===== src/rtl/pste_pkg.sv =====
// Package for the prefix sum tree engine: field widths, command codes and
// the control word passed from the walk sequencer to the partial sum store.
// Depends on nothing.
package pste_pkg;

   localparam int unsigned SUM_W   = 64;
   localparam int unsigned INDEX_W = 11;
   localparam int unsigned AMT_W   = 32;

   localparam logic [INDEX_W-1:0] ACTIVE_SIZE_RESET = 11'd1024;

   localparam logic CMD_ADD   = 1'b0;
   localparam logic CMD_QUERY = 1'b1;

   typedef struct packed {
      logic rd_en;
      logic wr_en;
   } mem_cmd_type;

endpackage


===== src/rtl/pste_walker.sv =====
// Walk sequencer: runs the upward update walk and the two downward prefix
// walks of a range query against the partial sum store, one read per cycle.
// Depends on pste_pkg.
module pste_walker #(
   parameter int unsigned MAX_POSITIONS = 1024
) (
   input  logic                              clock,
   input  logic                              reset,
   input  logic                              start,
   input  logic                              cmd,
   input  logic [pste_pkg::INDEX_W-1:0]      first_index,
   input  logic [pste_pkg::INDEX_W-1:0]      last_index,
   input  logic signed [pste_pkg::AMT_W-1:0] amount,
   input  logic [pste_pkg::INDEX_W-1:0]      active_size,
   output logic                              busy,
   output pste_pkg::mem_cmd_type             mem_cmd,
   output logic [$clog2(MAX_POSITIONS)-1:0]  wr_addr,
   output logic [pste_pkg::SUM_W-1:0]        wr_data,
   output logic [$clog2(MAX_POSITIONS)-1:0]  rd_addr,
   input  logic [pste_pkg::SUM_W-1:0]        rd_data,
   output logic                              res_valid,
   input  logic                              res_ready,
   output logic [pste_pkg::SUM_W-1:0]        res_sum
);
   import pste_pkg::*;

   localparam int unsigned PW = $clog2(MAX_POSITIONS + 1);
   localparam int unsigned IW = ((PW > INDEX_W) ? PW : INDEX_W) + 1;
   localparam int unsigned AW = $clog2(MAX_POSITIONS);

   localparam logic [2:0] ST_IDLE = 3'd0;
   localparam logic [2:0] ST_ADD  = 3'd1;
   localparam logic [2:0] ST_QHI  = 3'd2;
   localparam logic [2:0] ST_QLO  = 3'd3;
   localparam logic [2:0] ST_DONE = 3'd4;

   logic [2:0]       state_ff, state_in;
   logic [IW-1:0]    idx_ff, idx_in;
   logic [IW-1:0]    lo_ff, lo_in;
   logic [SUM_W-1:0] acc_ff, acc_in;
   logic [SUM_W-1:0] amt_ff, amt_in;

   logic [IW-1:0] size, first_x, last_x, below_x, hi_x, lo_x;
   logic [IW-1:0] lowbit, up_nxt, down_nxt, rd_idx;

   // Positions above the capacity of the store act as if absent.
   assign size = (IW'(active_size) > IW'(MAX_POSITIONS)) ?
                 IW'(MAX_POSITIONS) : IW'(active_size);

   assign first_x  = IW'(first_index);
   assign last_x   = IW'(last_index);
   assign below_x  = (first_x == '0) ? '0 : first_x - IW'(1);
   assign hi_x     = (last_x > size) ? size : last_x;
   assign lo_x     = (below_x > size) ? size : below_x;
   assign lowbit   = idx_ff & (~idx_ff + IW'(1));
   assign up_nxt   = idx_ff + lowbit;
   assign down_nxt = idx_ff & (idx_ff - IW'(1));

   always_comb begin
      state_in      = state_ff;
      idx_in        = idx_ff;
      lo_in         = lo_ff;
      acc_in        = acc_ff;
      amt_in        = amt_ff;
      mem_cmd.rd_en = 1'b0;
      mem_cmd.wr_en = 1'b0;
      rd_idx        = idx_ff;
      res_valid     = 1'b0;
      case (state_ff)
         ST_IDLE: begin
            if (start) begin
               if (cmd == CMD_ADD) begin
                  amt_in = {{(SUM_W - AMT_W){amount[AMT_W-1]}}, amount};
                  if (first_x != '0 && first_x <= size) begin
                     mem_cmd.rd_en = 1'b1;
                     rd_idx        = first_x;
                     idx_in        = first_x;
                     state_in      = ST_ADD;
                  end
               end else begin
                  acc_in = '0;
                  lo_in  = lo_x;
                  if (first_index > last_index || hi_x == '0) begin
                     state_in = ST_DONE;
                  end else begin
                     mem_cmd.rd_en = 1'b1;
                     rd_idx        = hi_x;
                     idx_in        = hi_x;
                     state_in      = ST_QHI;
                  end
               end
            end
         end
         ST_ADD: begin
            mem_cmd.wr_en = 1'b1;
            if (up_nxt <= size) begin
               mem_cmd.rd_en = 1'b1;
               rd_idx        = up_nxt;
               idx_in        = up_nxt;
            end else begin
               state_in = ST_IDLE;
            end
         end
         ST_QHI: begin
            acc_in = acc_ff + rd_data;
            if (down_nxt != '0) begin
               mem_cmd.rd_en = 1'b1;
               rd_idx        = down_nxt;
               idx_in        = down_nxt;
            end else if (lo_ff != '0) begin
               mem_cmd.rd_en = 1'b1;
               rd_idx        = lo_ff;
               idx_in        = lo_ff;
               state_in      = ST_QLO;
            end else begin
               state_in = ST_DONE;
            end
         end
         ST_QLO: begin
            acc_in = acc_ff - rd_data;
            if (down_nxt != '0) begin
               mem_cmd.rd_en = 1'b1;
               rd_idx        = down_nxt;
               idx_in        = down_nxt;
            end else begin
               state_in = ST_DONE;
            end
         end
         ST_DONE: begin
            res_valid = 1'b1;
            if (res_ready) begin
               state_in = ST_IDLE;
            end
         end
         default: begin
            state_in = ST_IDLE;
         end
      endcase
   end

   always_ff @(posedge clock) begin
      if (reset) begin
         state_ff <= ST_IDLE;
      end else begin
         state_ff <= state_in;
      end
   end

   always_ff @(posedge clock) begin
      idx_ff <= idx_in;
      lo_ff  <= lo_in;
      acc_ff <= acc_in;
      amt_ff <= amt_in;
   end

   // Positions run from 1, memory entries from 0.
   assign rd_addr = AW'(rd_idx - IW'(1));
   assign wr_addr = AW'(idx_ff - IW'(1));
   assign wr_data = rd_data + amt_ff;
   assign res_sum = acc_ff;
   assign busy    = (state_ff != ST_IDLE);

`ifndef ASSERT_OFF
   // The update walk writes one entry while it fetches the next one up the tree.
   a_rd_wr_distinct: assert property (
      @(posedge clock) disable iff (reset)
      (mem_cmd.wr_en && mem_cmd.rd_en) |-> (wr_addr != rd_addr)
   ) else $error("read and write of the same entry in one cycle");

   // Every fetched word is consumed by a walk state in the following cycle.
   a_read_consumed: assert property (
      @(posedge clock) disable iff (reset)
      mem_cmd.rd_en |=> (state_ff == ST_ADD || state_ff == ST_QHI || state_ff == ST_QLO)
   ) else $error("memory read issued with no walk step to use it");
`endif

endmodule


===== config.mk =====
export PLATFORM = sky130hd
export DESIGN_NAME = pste_walker
export DESIGN_NICKNAME = d
export VERILOG_FILES = /design/src/rtl/pste_pkg.sv /design/src/rtl/pste_walker.sv
export SDC_FILE = /design/constraint.sdc
export NUM_CORES = 1
export LEC_CHECK = 0
export BUFFER_PORTS_ARGS = -buffer_cell sky130_fd_sc_hd__buf_2
export CORE_UTILIZATION = 51
export DETAILED_ROUTE_END_ITERATION = 12
export MAX_ROUTING_LAYER = met4
export PLACE_DENSITY = 0.74
export SYNTH_ARGS = -nofsm -noshare
export SYNTH_HDL_FRONTEND = slang
export SYNTH_SLANG_ARGS = --single-unit

===== constraint.sdc =====
create_clock -name clock -period 7.4 [get_ports clock]
set_input_delay 0.74 -clock clock [delete_from_list [all_inputs] [get_ports clock]]
set_output_delay 0.74 -clock clock [all_outputs]
set_load 0.05 [all_outputs]

# After elaboration in Yosys (flattened, before gate mapping)
# Cells that the tools add are included.
dict set report totals {
  ram_bits 0
  word_cells 85
  out_inout_bits 152
  n_memories 0
  ff_bits 123
  latch_bits 0
  rom_bits 0
}
dict set report classes {
  n_mul 0
  muxes 37
  shift 0
  bitwise 4
  div 0
  reduce_logical 14
  add_sub_neg 8
  n_eq_ne 11
  n_lt_le_gt_ge 6
}
# op count
set ops {}
lappend ops {{case mux 64 bit (3 select lines)} 1}
lappend ops {{adder 64 bit} 2}
lappend ops {{two-way mux 64 bit} 2}
lappend ops {{two-way mux 12 bit} 10}
lappend ops {{subtractor 64 bit} 1}
lappend ops {{case mux 12 bit (4 select lines)} 1}
lappend ops {{nonzero test 12 bit} 3}
lappend ops {{two-way mux 3 bit} 9}
lappend ops {{bitwise AND 12 bit} 2}
lappend ops {{logical NOT 12 bit} 2}
lappend ops {{greater-than comparator 11 bit} 2}
lappend ops {{two-way mux 11 bit} 2}
lappend ops {{case mux 3 bit (5 select lines)} 1}
lappend ops {{adder 12 x 1 -> 12 bit (second input constant)} 1}
lappend ops {{adder 12 bit} 1}
lappend ops {{greater-than comparator 12 x 11 -> 1 bit} 1}
lappend ops {{<= comparator 12 x 11 -> 1 bit} 1}
lappend ops {{!= test 2 bit (second input constant)} 6}
lappend ops {{inverter 12 bit} 1}
lappend ops {{subtractor 11 x 1 -> 12 bit (second input constant)} 1}
lappend ops {{subtractor 12 x 1 -> 12 bit (second input constant)} 1}
lappend ops {{greater-than comparator 11 bit (second input constant)} 1}
lappend ops {{<= comparator 11 bit} 1}
lappend ops {{two-way mux 1 bit} 10}
lappend ops {{13 further kinds} 17}

# Longest topological paths before layout
# Gate-level depths: netlist (run 1).
dict set report logic_depth {
  depth_word 11
  mapped_depth 25
  mapped_depth_nobuf 24
}

# Worst setup path before layout (run 1)
# No wires, ideal clock.
dict set report synth_timing {
  path_type {flip-flop to output port}
  from {register idx_ff[0]}
  to {output rd_addr[8]}
  path_buffers 0
  arrival_time_ps 5687
  setup_slack_ps 973
  t_required_ps 6660
  path_stages_with_launch 23
  cell_sequence {dfxtp_1 -> inv_1 -> ha_1 -> o21ai_0 -> a211oi_1 -> a311o_1 -> o211ai_1 -> and2_1 -> o21ai_0 -> a311oi_1 -> ha_1 -> and3_1 -> a221o_1 -> o22ai_1 -> o21ai_2 -> a21o_1 -> nor3_1 -> o21ai_0 -> inv_1 -> ha_1 -> nor2b_1 -> nor3b_2 -> xor2_1}
}
# item line
set synth_rtl {}
lappend synth_rtl {{start: declaration} pste_walker.sv:38} ;# logic [IW-1:0] idx_ff, idx_in;
lappend synth_rtl {{start signal: assignment} pste_walker.sv:150} ;# idx_ff <= idx_in;
lappend synth_rtl {{subtractor 12 x 1 -> 12 bit (*)} n/a}
lappend synth_rtl {{via wr_addr[0]} pste_walker.sv:17} ;# output logic [$clog2(MAX_POSITIONS)-1:0] wr_addr,
lappend synth_rtl {{bitwise AND 12 bit (*)} pste_walker.sv:57} ;# assign down_nxt = idx_ff & (idx_ff - IW'(1));
lappend synth_rtl {{nonzero test 12 bit} {pste_walker.sv:106, pste_walker.sv:121}}
lappend synth_rtl {{two-way mux 12 bit, on equally long branches} n/a}
lappend synth_rtl {{case mux 12 bit (4 select lines) (*)} n/a}
lappend synth_rtl {{via idx_in[0]} pste_walker.sv:38}
lappend synth_rtl {{subtractor 10 x 1 -> 10 bit (*)} pste_walker.sv:157} ;# assign rd_addr = AW'(rd_idx - IW'(1));
lappend synth_rtl {{end: declaration} pste_walker.sv:19} ;# output logic [$clog2(MAX_POSITIONS)-1:0] rd_addr,
# Mark *: on every way through the listed nets, which the timed path passes. The rest lies on a longest branch.

# Worst setup path after layout (run 1)
dict set report layout_timing {
  from {register idx_ff[0]}
  to {output rd_addr[8]}
}
dict set report layout_between {
  elab_chain_len 8
}
# item line
set layout_rtl {}
lappend layout_rtl {{inverter 12 bit} pste_walker.sv:55} ;# assign lowbit = idx_ff & (~idx_ff + IW'(1));
lappend layout_rtl {{adder 12 x 1 -> 12 bit} pste_walker.sv:55}
lappend layout_rtl {{bitwise AND 12 bit} pste_walker.sv:55}
lappend layout_rtl {{adder 12 bit} pste_walker.sv:56} ;# assign up_nxt = idx_ff + lowbit;
lappend layout_rtl {{<= comparator 12 x 11 -> 1 bit} pste_walker.sv:96} ;# if (up_nxt <= size) begin
lappend layout_rtl {{two-way mux 12 bit} n/a}
lappend layout_rtl {{case mux 12 bit (4 select lines) (*)} n/a}
lappend layout_rtl {{via idx_in[1]} pste_walker.sv:38}
lappend layout_rtl {{subtractor 10 x 1 -> 10 bit (*)} pste_walker.sv:157}
# Marks and branches as above.

==> results of run 1 <==
## sequential cells by signal (all words and copies together), names as in the netlist
register / count
lo_ff: 12
res_sum: 64
state_ff: 3
idx_ff: 12
amt_ff: 32
## what timing repair did
item,in CTS,in global routing
setup buffers,0,0
setup endpoints to repair,0,3
gates resized for setup,0,2
hold endpoints to repair,0,0
## through the flow
stage | worst slack, ns | total power, mW | utilization [%] | cells | hold WS [ns]
floorplan | 0.9727 | 5.227 | - | 2025 | 0.5188
global placement | 0.9044 | 6.395 | 57.93 | 2643 | 0.5797
detailed placement | 0.8266 | 6.440 | 57.93 | 2643 | 0.5848
CTS | 0.3804 | 7.333 | 59.82 | 2675 | 0.4624
global route | 0.03216 | 7.824 | 59.85 | 2675 | 0.4577
finish | 0.5045 | 7.381 | 59.85 | 2675 | 0.4731
## synthesized netlist by cell type (30+ instances only)
master    count
ha_1        197
nor2_1      194
a21oi_1     181
nand2_1     136
o21ai_0     130
edfxtp_1    110
inv_1       102
xnor2_1      96
xor2_1       94
a21o_1       88
clkbuf_1     63
nor3_1       60
nand3_1      54
o21a_1       41
nor2b_1      32
nand4_1      30
## cell families (layout without fill, tap and decap cells)
logic type / after synthesis / in the layout
adder cells (fa/ha/maj): 199 / 199
other: 1 / 1
AND/OR/NAND/NOR: 654 / 654
AO/OA/AOI/OAI: 665 / 665
multiplexers: 19 / 19
flip-flops: 123 / 123
buffers and inverters: 174 / 428
XOR/XNOR: 190 / 190
## area by class of cell
type / count / area, um2
Clock buffer: 20 / 436.7
Clock inverter: 12 / 147.6
Fill cell: 2871 / 12440
Inverter: 103 / 386.6
Multi-Input combinational cell: 1728 / 12030
Sequential cell: 123 / 3563
Tap cell: 396 / 495.5
Timing Repair Buffer: 293 / 1486
## worst min path at each step
| stage | start | end | slack, ns |
|---|---|---|---|
| 3_3_place_gp | state_ff[0] | state_ff[0] | 0.58 |
| 4_1_cts | amount[30] | amt_ff[30] | 0.46 |
| 5_1_grt | amount[30] | amt_ff[30] | 0.46 |
| 6_report | amount[30] | amt_ff[30] | 0.47 |
| 3_5_place_dp | state_ff[0] | state_ff[0] | 0.58 |
| 2_1_floorplan | lo_ff[0] | idx_ff[0] | 0.52 |
## power by group through the flow
| stage | registers [mW] | logic, mW | clock network [mW] |
|---|---|---|---|
| 3_5_place_dp | 1.23 | 5.21 | 0 |
| 6_report | 1.22 | 5.29 | 0.867 |
| 3_3_place_gp | 1.22 | 5.17 | 0 |
| 5_1_grt | 1.25 | 5.68 | 0.902 |
| 4_1_cts | 1.22 | 5.24 | 0.877 |
| 2_1_floorplan | 1.54 | 3.69 | 0 |
## per-layer routing
layer	share of wire (%)	vias up	wire [um]
met3	7.0	89	3594
met4	2.7	0	1370
li1	-	8048	-
met5	0	-	0
met2	46	748	23680
met1	44	7806	22370
==> impl_metrics.toml, run 1 <==
[worst_setup_path]
reg2reg_depth = 15
worst-path-buf-inv = 3
cp_max_fo = 10
cp-startpoint = "idx_ff[0]"
path_class = "flop to output port"
critPathArrivalTime_ns = 6.16
crit_end = "rd_addr[8]"
cp_common_cell = "ha_1"
worstSetupPathDepth = 23
timing.rr.start = "state_ff[2]"
crit_path_end_kind = "output port"
cp_slowest_cell = "dfxtp_1"
crit_path_max_incr_delay_ns = 0.52
reg2reg_to = "res_sum[62]"
path_cells = "inv_1 -> ha_1 -> o21ai_0 -> a211oi_1 -> a311o_1 -> o211ai_1 -> and2_1 -> o21ai_0 -> a311oi_2 -> ha_1 -> and3_1 -> a221o_1 -> o22ai_1 -> o21ai_2 -> a21o_1 -> nor4_1 -> a211oi_2 -> inv_1 -> ha_1 -> nor2b_1 -> nor3b_2 -> xor2_1 -> buf_2"
cp-start-kind = "flop"
worstPathRequired_ns = 6.66
critical-path-top-delay-family = "compound AO/OA/AOI/OAI gates"
r2r_slack_ns = 1.61

[clock_network]
ctsHoldBuffers = 0
cts_tree = "yes"
clk_path_buf_depth = 2
path_clk_slew_ns = 0.06
cts_root_buf = "clkbuf_16"
clkSinkCount = 123
htreeDepth = 4
clock_latency_ns = 0.44
numCtsBuffers = 17

[sta]
fin_crit_sh_pct = 93.18
slew_headroom_pct = 29.74
hold_viol_final = 0
max_freq_mhz = 145.0
tightestPinTransition_ns = 1.027
timing.final.crit_period_ns = 6.896
rsz0062_at_grt = "no"
setup_viol = 0
slew_violations = 0
setup_tns_ns = 0
finClkSkew_ns = 0.01127

[route]
drc = 0
drtAntennaViolNets = 0
vias = 16691
wl_per_cell_um = 19.07
via_per_inst = 6.240
drtPass1Iterations = 5
drt_iter0_markers = 1301
finalWirelength_um = 51010

[die]
dieHeight_um = 180.4
dieWidth_um = 180.4
core_mm2 = 0.03099
ioPinCount = 286
num_rows = 64
fp.dieArea_mm2 = 0.03256
initial_utilization_pct = 52.40

[cells_and_area]
final_common_cell = "buf_2"
nets = 2599
area_delta_synth_final_pct = 14.22
drive_gt1_share_pct = 16.10
design_area_mm2 = 0.01855
final_cell_mix = "285 x buf_2, 197 x ha_1, 192 x nor2_1"
antenna_cells = 0

[logic_synthesis]
syn_inst = 2025
ys_ff_latch = 123
synth-main-ff-cell = "edfxtp_1"
synth_nets = 2358
synth_top_area_share_pct = 20.34
syn_area_per_cell_um2 = 8.019
synthSimpleGateAreaFrac_pct = 20.09
syn_area_mm2 = 0.01624
synth-compound-area-share_pct = 26.91
synth_xor_area_share_pct = 10.25
synthMuxAreaShare_pct = 1.248
synth_edf_count = 110
yosys.area.top_type = "edfxtp_1"
synthAdderAreaFrac_pct = 15.42
ys_warn_count = 0
synth_top_family_by_area = "compound AO/OA/AOI/OAI gates"
synth_cell_types = 81
synth_seq_area_share_pct = 21.94
ys_async_sr_fraction_pct = 0
synth.area.top_cells = "edfxtp_1 20%, ha_1 15%, a21oi_1 5.6%"

[pwr]
intPower_mw = 3.171
p_clk_share_pct = 11.7
powerDensity_mw_per_mm2 = 398.0
power_switching_mw = 4.211
seqPwrFrac_pct = 16.5
ir_drop_mv = 0.5875
leakagePower_nw = 8.320
switching_share_pct = 57.05
combPwrFrac_pct = 71.7

[placed_design]
place.gp.congestion = 0.9989
hpwl_um = 40470
dpl_cell_area_mm2 = 0.01795
port_buffers = 285

[hold_path]
min_path_cells = 1
worstHoldPathType = "input port to flop"

[global_route]
grt_pass1_vias = 15469
gr-usage-met2_pct = 51.07
grt_util_met3_pct = 4.426
top_usage_layer = "met2"
gr-total-overflow = 0
grt_pass1_wl_um = 80470
grt_util_met1_pct = 40.12
grt.total_usage_pct = 31.41
grt_start_max_net_pins = 64
antenna_found_initial = 0

[job]
drv_cap = 0

[status]
status = "finished, final reports clean"
Note: power is estimated with default switching activity, not from simulation.
==> inputs of run 2 (changes only) <==
==> constraint.sdc (replaced) <==
create_clock -name clock -period 7.1 [get_ports clock]
set_input_delay 0.71 -clock clock [delete_from_list [all_inputs] [get_ports clock]]
set_output_delay 0.71 -clock clock [all_outputs]
set_load 0.05 [all_outputs]
==> impl_metrics.toml, run 2 (synthesis results as in run 1) <==
[status]
status = "finished, final reports clean"

[pwr]
p_clk_share_pct = 12.2
switching_share_pct = 57.16
leakagePower_nw = 8.364
power_switching_mw = 4.436
powerDensity_mw_per_mm2 = 416.9
ir_drop_mv = 0.5991
seqPwrFrac_pct = 16.4
intPower_mw = 3.324
power_mw = 7.760
combPwrFrac_pct = 71.4

[cells_and_area]
drive_gt1_share_pct = 16.51
nets = 2604
multi_input_area_mm2 = 0.01203
final_cell_mix = "285 x buf_2, 197 x ha_1, 192 x nor2_1"
regArea_mm2 = 0.003566
n_fill_cell = 2791
largest_reg_flops = 64
antenna_cells = 0
area_delta_synth_final_pct = 14.62
final_common_cell = "buf_2"

[die]
initial_utilization_pct = 52.40
core_mm2 = 0.03099
num_rows = 64
ioPinCount = 286
fp.dieArea_mm2 = 0.03256
dieHeight_um = 180.4
dieWidth_um = 180.4

[worst_setup_path]
critPathArrivalTime_ns = 5.89
path_class = "flop to output port"
worstPathRequired_ns = 6.39
crit_path_end_kind = "output port"
cp-start-kind = "flop"
r2r_slack_ns = 1.51
cp_max_fo = 13

[route]
wl_met3_um = 3561
vias = 16670
wl_met2_um = 23890
drtAntennaViolNets = 0
drc = 0
wl_met1_um = 22920
drtPass1Iterations = 6
via_per_inst = 6.220
routed.top_layer = "met4"
wl_per_cell_um = 19.31
drt_iter0_markers = 1282
finalWirelength_um = 51750

[global_route]
antenna_found_initial = 0
gr-total-overflow = 0
grt_pass1_wl_um = 82380
grt_pass1_vias = 15947
grt_start_max_net_pins = 65
grt.total_usage_pct = 32.15

[clock_network]
ctsHoldBuffers = 0
numCtsBuffers = 17
clkSinkCount = 123
ctsResizeCount = 0
post-cts-setup-buffers = 0
htreeDepth = 4
cts_root_buf = "clkbuf_16"
clock_latency_ns = 0.44
path_clk_slew_ns = 0.07
clk_path_buf_depth = 2
cts_tree = "yes"

[sta]
whs_ns = 0.4443
finClkSkew_ns = 0.01169
tightestPinTransition_ns = 1.036
setup_viol = 0
slew_headroom_pct = 29.16
timing.final.crit_period_ns = 6.601
slew_violations = 0
rsz0062_at_grt = "no"
fin_crit_sh_pct = 92.98
hold_viol_final = 0
max_freq_mhz = 151.5
setup_tns_ns = 0

[hold_path]
worstHoldPathType = "input port to flop"

[placed_design]
place.gp.congestion = 0.9622
port_buffers = 285
hpwl_um = 41130

[job]
drv_cap = 0
==> run 2: changes by cell type in the layout (fill, tap and decap cells not counted), sizes merged <==
cell,previous run,this run
clkbuf,20,17
clkinvlp,4,3
inv,103,107
buf,293,298
==> run 2: critical path: stages (launching register included) <==
cell and delay [ns]:
dfxtp_2 0.38, inv_1 0.18, ha_1 0.47, a211oi_1 0.11, or2_2 0.34, a31oi_1 0.26, nand2_1 0.08, o21ai_0 0.09
nand2_1 0.09, xor2_1 0.39, ha_1 0.33, a21o_1 0.19, a221o_1 0.34, o22ai_1 0.25, o21ai_2 0.13, a21o_1 0.28
nor4_1 0.28, a211oi_1 0.10, inv_1 0.07, ha_1 0.17, nor2b_1 0.25, nor3b_2 0.22, xor2_1 0.16, buf_2 0.28
==> run 2: final cells by class <==
type | instances | share of cell area, %
Clock buffer | 17 | 2.285
Sequential cell | 123 | 19.16
Inverter | 103 | 2.077
Clock inverter | 15 | 1.022
Timing Repair Buffer | 298 | 8.187
Multi-Input combinational cell | 1728 | 64.61
Tap cell | 396 | 2.662
==> run 2: through the flow <==
step,cells,worst slack (ns),cell area [um2],util (%)
floorplan,2025,0.7027,16240,-
CTS,2680,0.3029,18610,60.04
finish,2680,0.4986,18610,60.07
global route,2680,0.1045,18610,60.07
global placement,2648,0.6851,17990,58.05
detailed placement,2648,0.6516,17990,58.05
==> run 2: power groups by stage <==
stage | sequential [mW] | clock, mW | combinational [mW]
detailed placement | 1.28 | 0 | 5.46
CTS | 1.26 | 0.951 | 5.50
global placement | 1.27 | 0 | 5.43
finish | 1.27 | 0.948 | 5.54
global route | 1.30 | 0.980 | 5.96
floorplan | 1.60 | 0 | 3.85
==> run 2: routing by layer <==
metal,up-vias,track usage (%)
met5,-,-
met3,101,3.658
met4,0,10.09
met1,7822,41.60
li1,8064,-
met2,683,52.40
==> run 2: path summary, 6_finish.rpt <==
| kind | startpoint | endpoint | cells after the start |
|---|---|---|---|
| max | idx_ff[1] | rd_addr[8] | 23 |
| min | amount[25] | amt_ff[25] | 1 |
| max reg2reg | state_ff[1] | res_sum[54] | 18 |
| min reg2reg | lo_ff[0] | idx_ff[0] | 2 |
==> inputs of run 3 (changes only) <==
--- a/config.mk
+++ b/config.mk
@@ -5,7 +5,7 @@
 export SDC_FILE = /design/constraint.sdc
 export NUM_CORES = 1
 export LEC_CHECK = 0
-export BUFFER_PORTS_ARGS = -buffer_cell sky130_fd_sc_hd__buf_2
+export BUFFER_PORTS_ARGS = -buffer_cell sky130_fd_sc_hd__buf_4
 export CORE_UTILIZATION = 51
 export DETAILED_ROUTE_END_ITERATION = 12
 export MAX_ROUTING_LAYER = met4
==> impl_metrics.toml, run 3 (synthesis results as in run 1) <==
[sta]
hold_viol_final = 0
finClkSkew_ns = 0.01256
rsz0062_at_grt = "no"
fin_crit_sh_pct = 94.95
tightestPinTransition_ns = 1.126
slew_violations = 0
slew_headroom_pct = 24.73
setup_viol = 0
max_freq_mhz = 148.3
timing.final.crit_period_ns = 6.742
setup_tns_ns = 0
whs_ns = 0.4417

[cells_and_area]
area_delta_synth_final_pct = 18.88
largest_reg_flops = 64
regArea_mm2 = 0.003565
multi_input_area_mm2 = 0.01203
instances_no_fill = 2681
final_cell_mix = "300 x buf_4, 197 x ha_1, 192 x nor2_1"
nets = 2606
n_fill_cell = 2801
antenna_cells = 0
design_area_mm2 = 0.01931
final_common_cell = "buf_4"
drive_gt1_share_pct = 16.54

[route]
via_per_inst = 6.278
drt_iter0_markers = 1352
finalWirelength_um = 53270
vias = 16830
wl_per_cell_um = 19.87
drtPass1Iterations = 6
drtAntennaViolNets = 0
drc = 0

[clock_network]
clock_latency_ns = 0.44
clk_path_buf_depth = 2
post-cts-setup-buffers = 0
path_clk_slew_ns = 0.07
cts_root_buf = "clkbuf_16"
cts_tree = "yes"
ctsHoldBuffers = 0
clkSinkCount = 123
numCtsBuffers = 17
htreeDepth = 4

[die]
ioPinCount = 286
num_rows = 64
dieWidth_um = 180.4
fp.dieArea_mm2 = 0.03256
initial_utilization_pct = 52.40
core_mm2 = 0.03099
dieHeight_um = 180.4

[placed_design]
dp.cells = 2650
dpl_cell_area_mm2 = 0.01872
port_buffers = 285
place.gp.congestion = 0.9724
hpwl_um = 42320

[global_route]
antenna_found_initial = 0
grt_start_max_net_pins = 65
gr-total-overflow = 0
grt_pass1_wl_um = 82860
grt.total_usage_pct = 32.51
grt_pass1_vias = 15876

[pwr]
power_mw = 8.027
leakagePower_nw = 8.579
powerDensity_mw_per_mm2 = 415.8
ir_drop_mv = 0.6156

[hold_path]
worstHoldPathType = "input port to flop"

[worst_setup_path]
worstPathRequired_ns = 6.39
critPathArrivalTime_ns = 6.03
cp_max_fo = 11
path_class = "flop to output port"
cp-start-kind = "flop"
crit_path_end_kind = "output port"

[status]
status = "finished, final reports clean"

[job]
drv_cap = 0
## run 3: changes by cell type in the layout (fill, tap and decap cells not counted), moves of 2 or more
cell / delta
buf_4: +287
buf_2: -285
clkinv_2: +2
clkinv_4: -2
clkinvlp_4: +2
## run 3: metrics by stage
| stage | util [%] | setup slack (ns) |
|---|---|---|
| 2_1_floorplan | - | 0.7027 |
| 3_3_place_gp | 60.40 | 0.6219 |
| 3_5_place_dp | 60.40 | 0.4997 |
| 4_1_cts | 62.25 | 0.09898 |
| 5_1_grt | 62.30 | 0.04811 |
| 6_report | 62.30 | 0.3583 |
## run 3: final cells by class
class                           instances  share of cell area [%]
Inverter                              103                   2.003
Tap cell                              396                   2.566
Sequential cell                       123                   18.46
Multi-Input combinational cell       1728                   62.33
Timing Repair Buffer                  300                   11.67
Clock inverter                         14                  0.7647
Clock buffer                           17                   2.204
## run 3: worst max-delay path, stage by stage (launching register included)
cell,delay [ns]
dfxtp_2,0.42
inv_1,0.14
ha_1,0.27
o21ai_0,0.18
a211oi_1,0.12
a311o_1,0.35
o211ai_1,0.26
and2_1,0.24
o21ai_0,0.11
a311oi_2,0.38
ha_1,0.31
and3_1,0.17
a221o_1,0.34
o22ai_1,0.33
o211a_4,0.32
a21o_1,0.17
a211oi_1,0.06
a211oi_1,0.39
inv_1,0.10
ha_1,0.21
nor2b_1,0.16
nor3b_2,0.18
xor2_1,0.15
buf_4,0.21
## run 3: routing by layer
layer  global-route usage [%]  part of all wire [%]  vias to the layer above
met5                        -                     0                        -
met4                    11.86                   3.1                        0
met3                    4.285                   6.6                      107
met2                    53.49                    47                      689
met1                    40.69                    43                     7979
li1                         -                     -                     8055
## run 3: final timing paths
kind	from	end	slack (ns)	depth (start not counted)
max reg2reg	state_ff[2]	res_sum[54]	1.60	18
min reg2reg	state_ff[0]	state_ff[0]	0.64	2
min	amount[12]	amt_ff[12]	0.44	1
max	idx_ff[0]	rd_addr[8]	0.36	23
## run 3: timing repair
| action | in CTS | in global routing |
|---|---|---|
| hold endpoints to repair | 0 | 0 |
| setup endpoints to repair | 0 | 8 |
| resized for setup | 0 | 5 |
## run 3: where the power goes
| group | internal [mW] | switching [mW] | leakage (nW) |
|---|---|---|---|
| Clock | 0.515 | 0.368 | 0.268 |
| Combinational | 1.97 | 3.90 | 7.15 |
| Sequential | 1.07 | 0.205 | 1.16 |
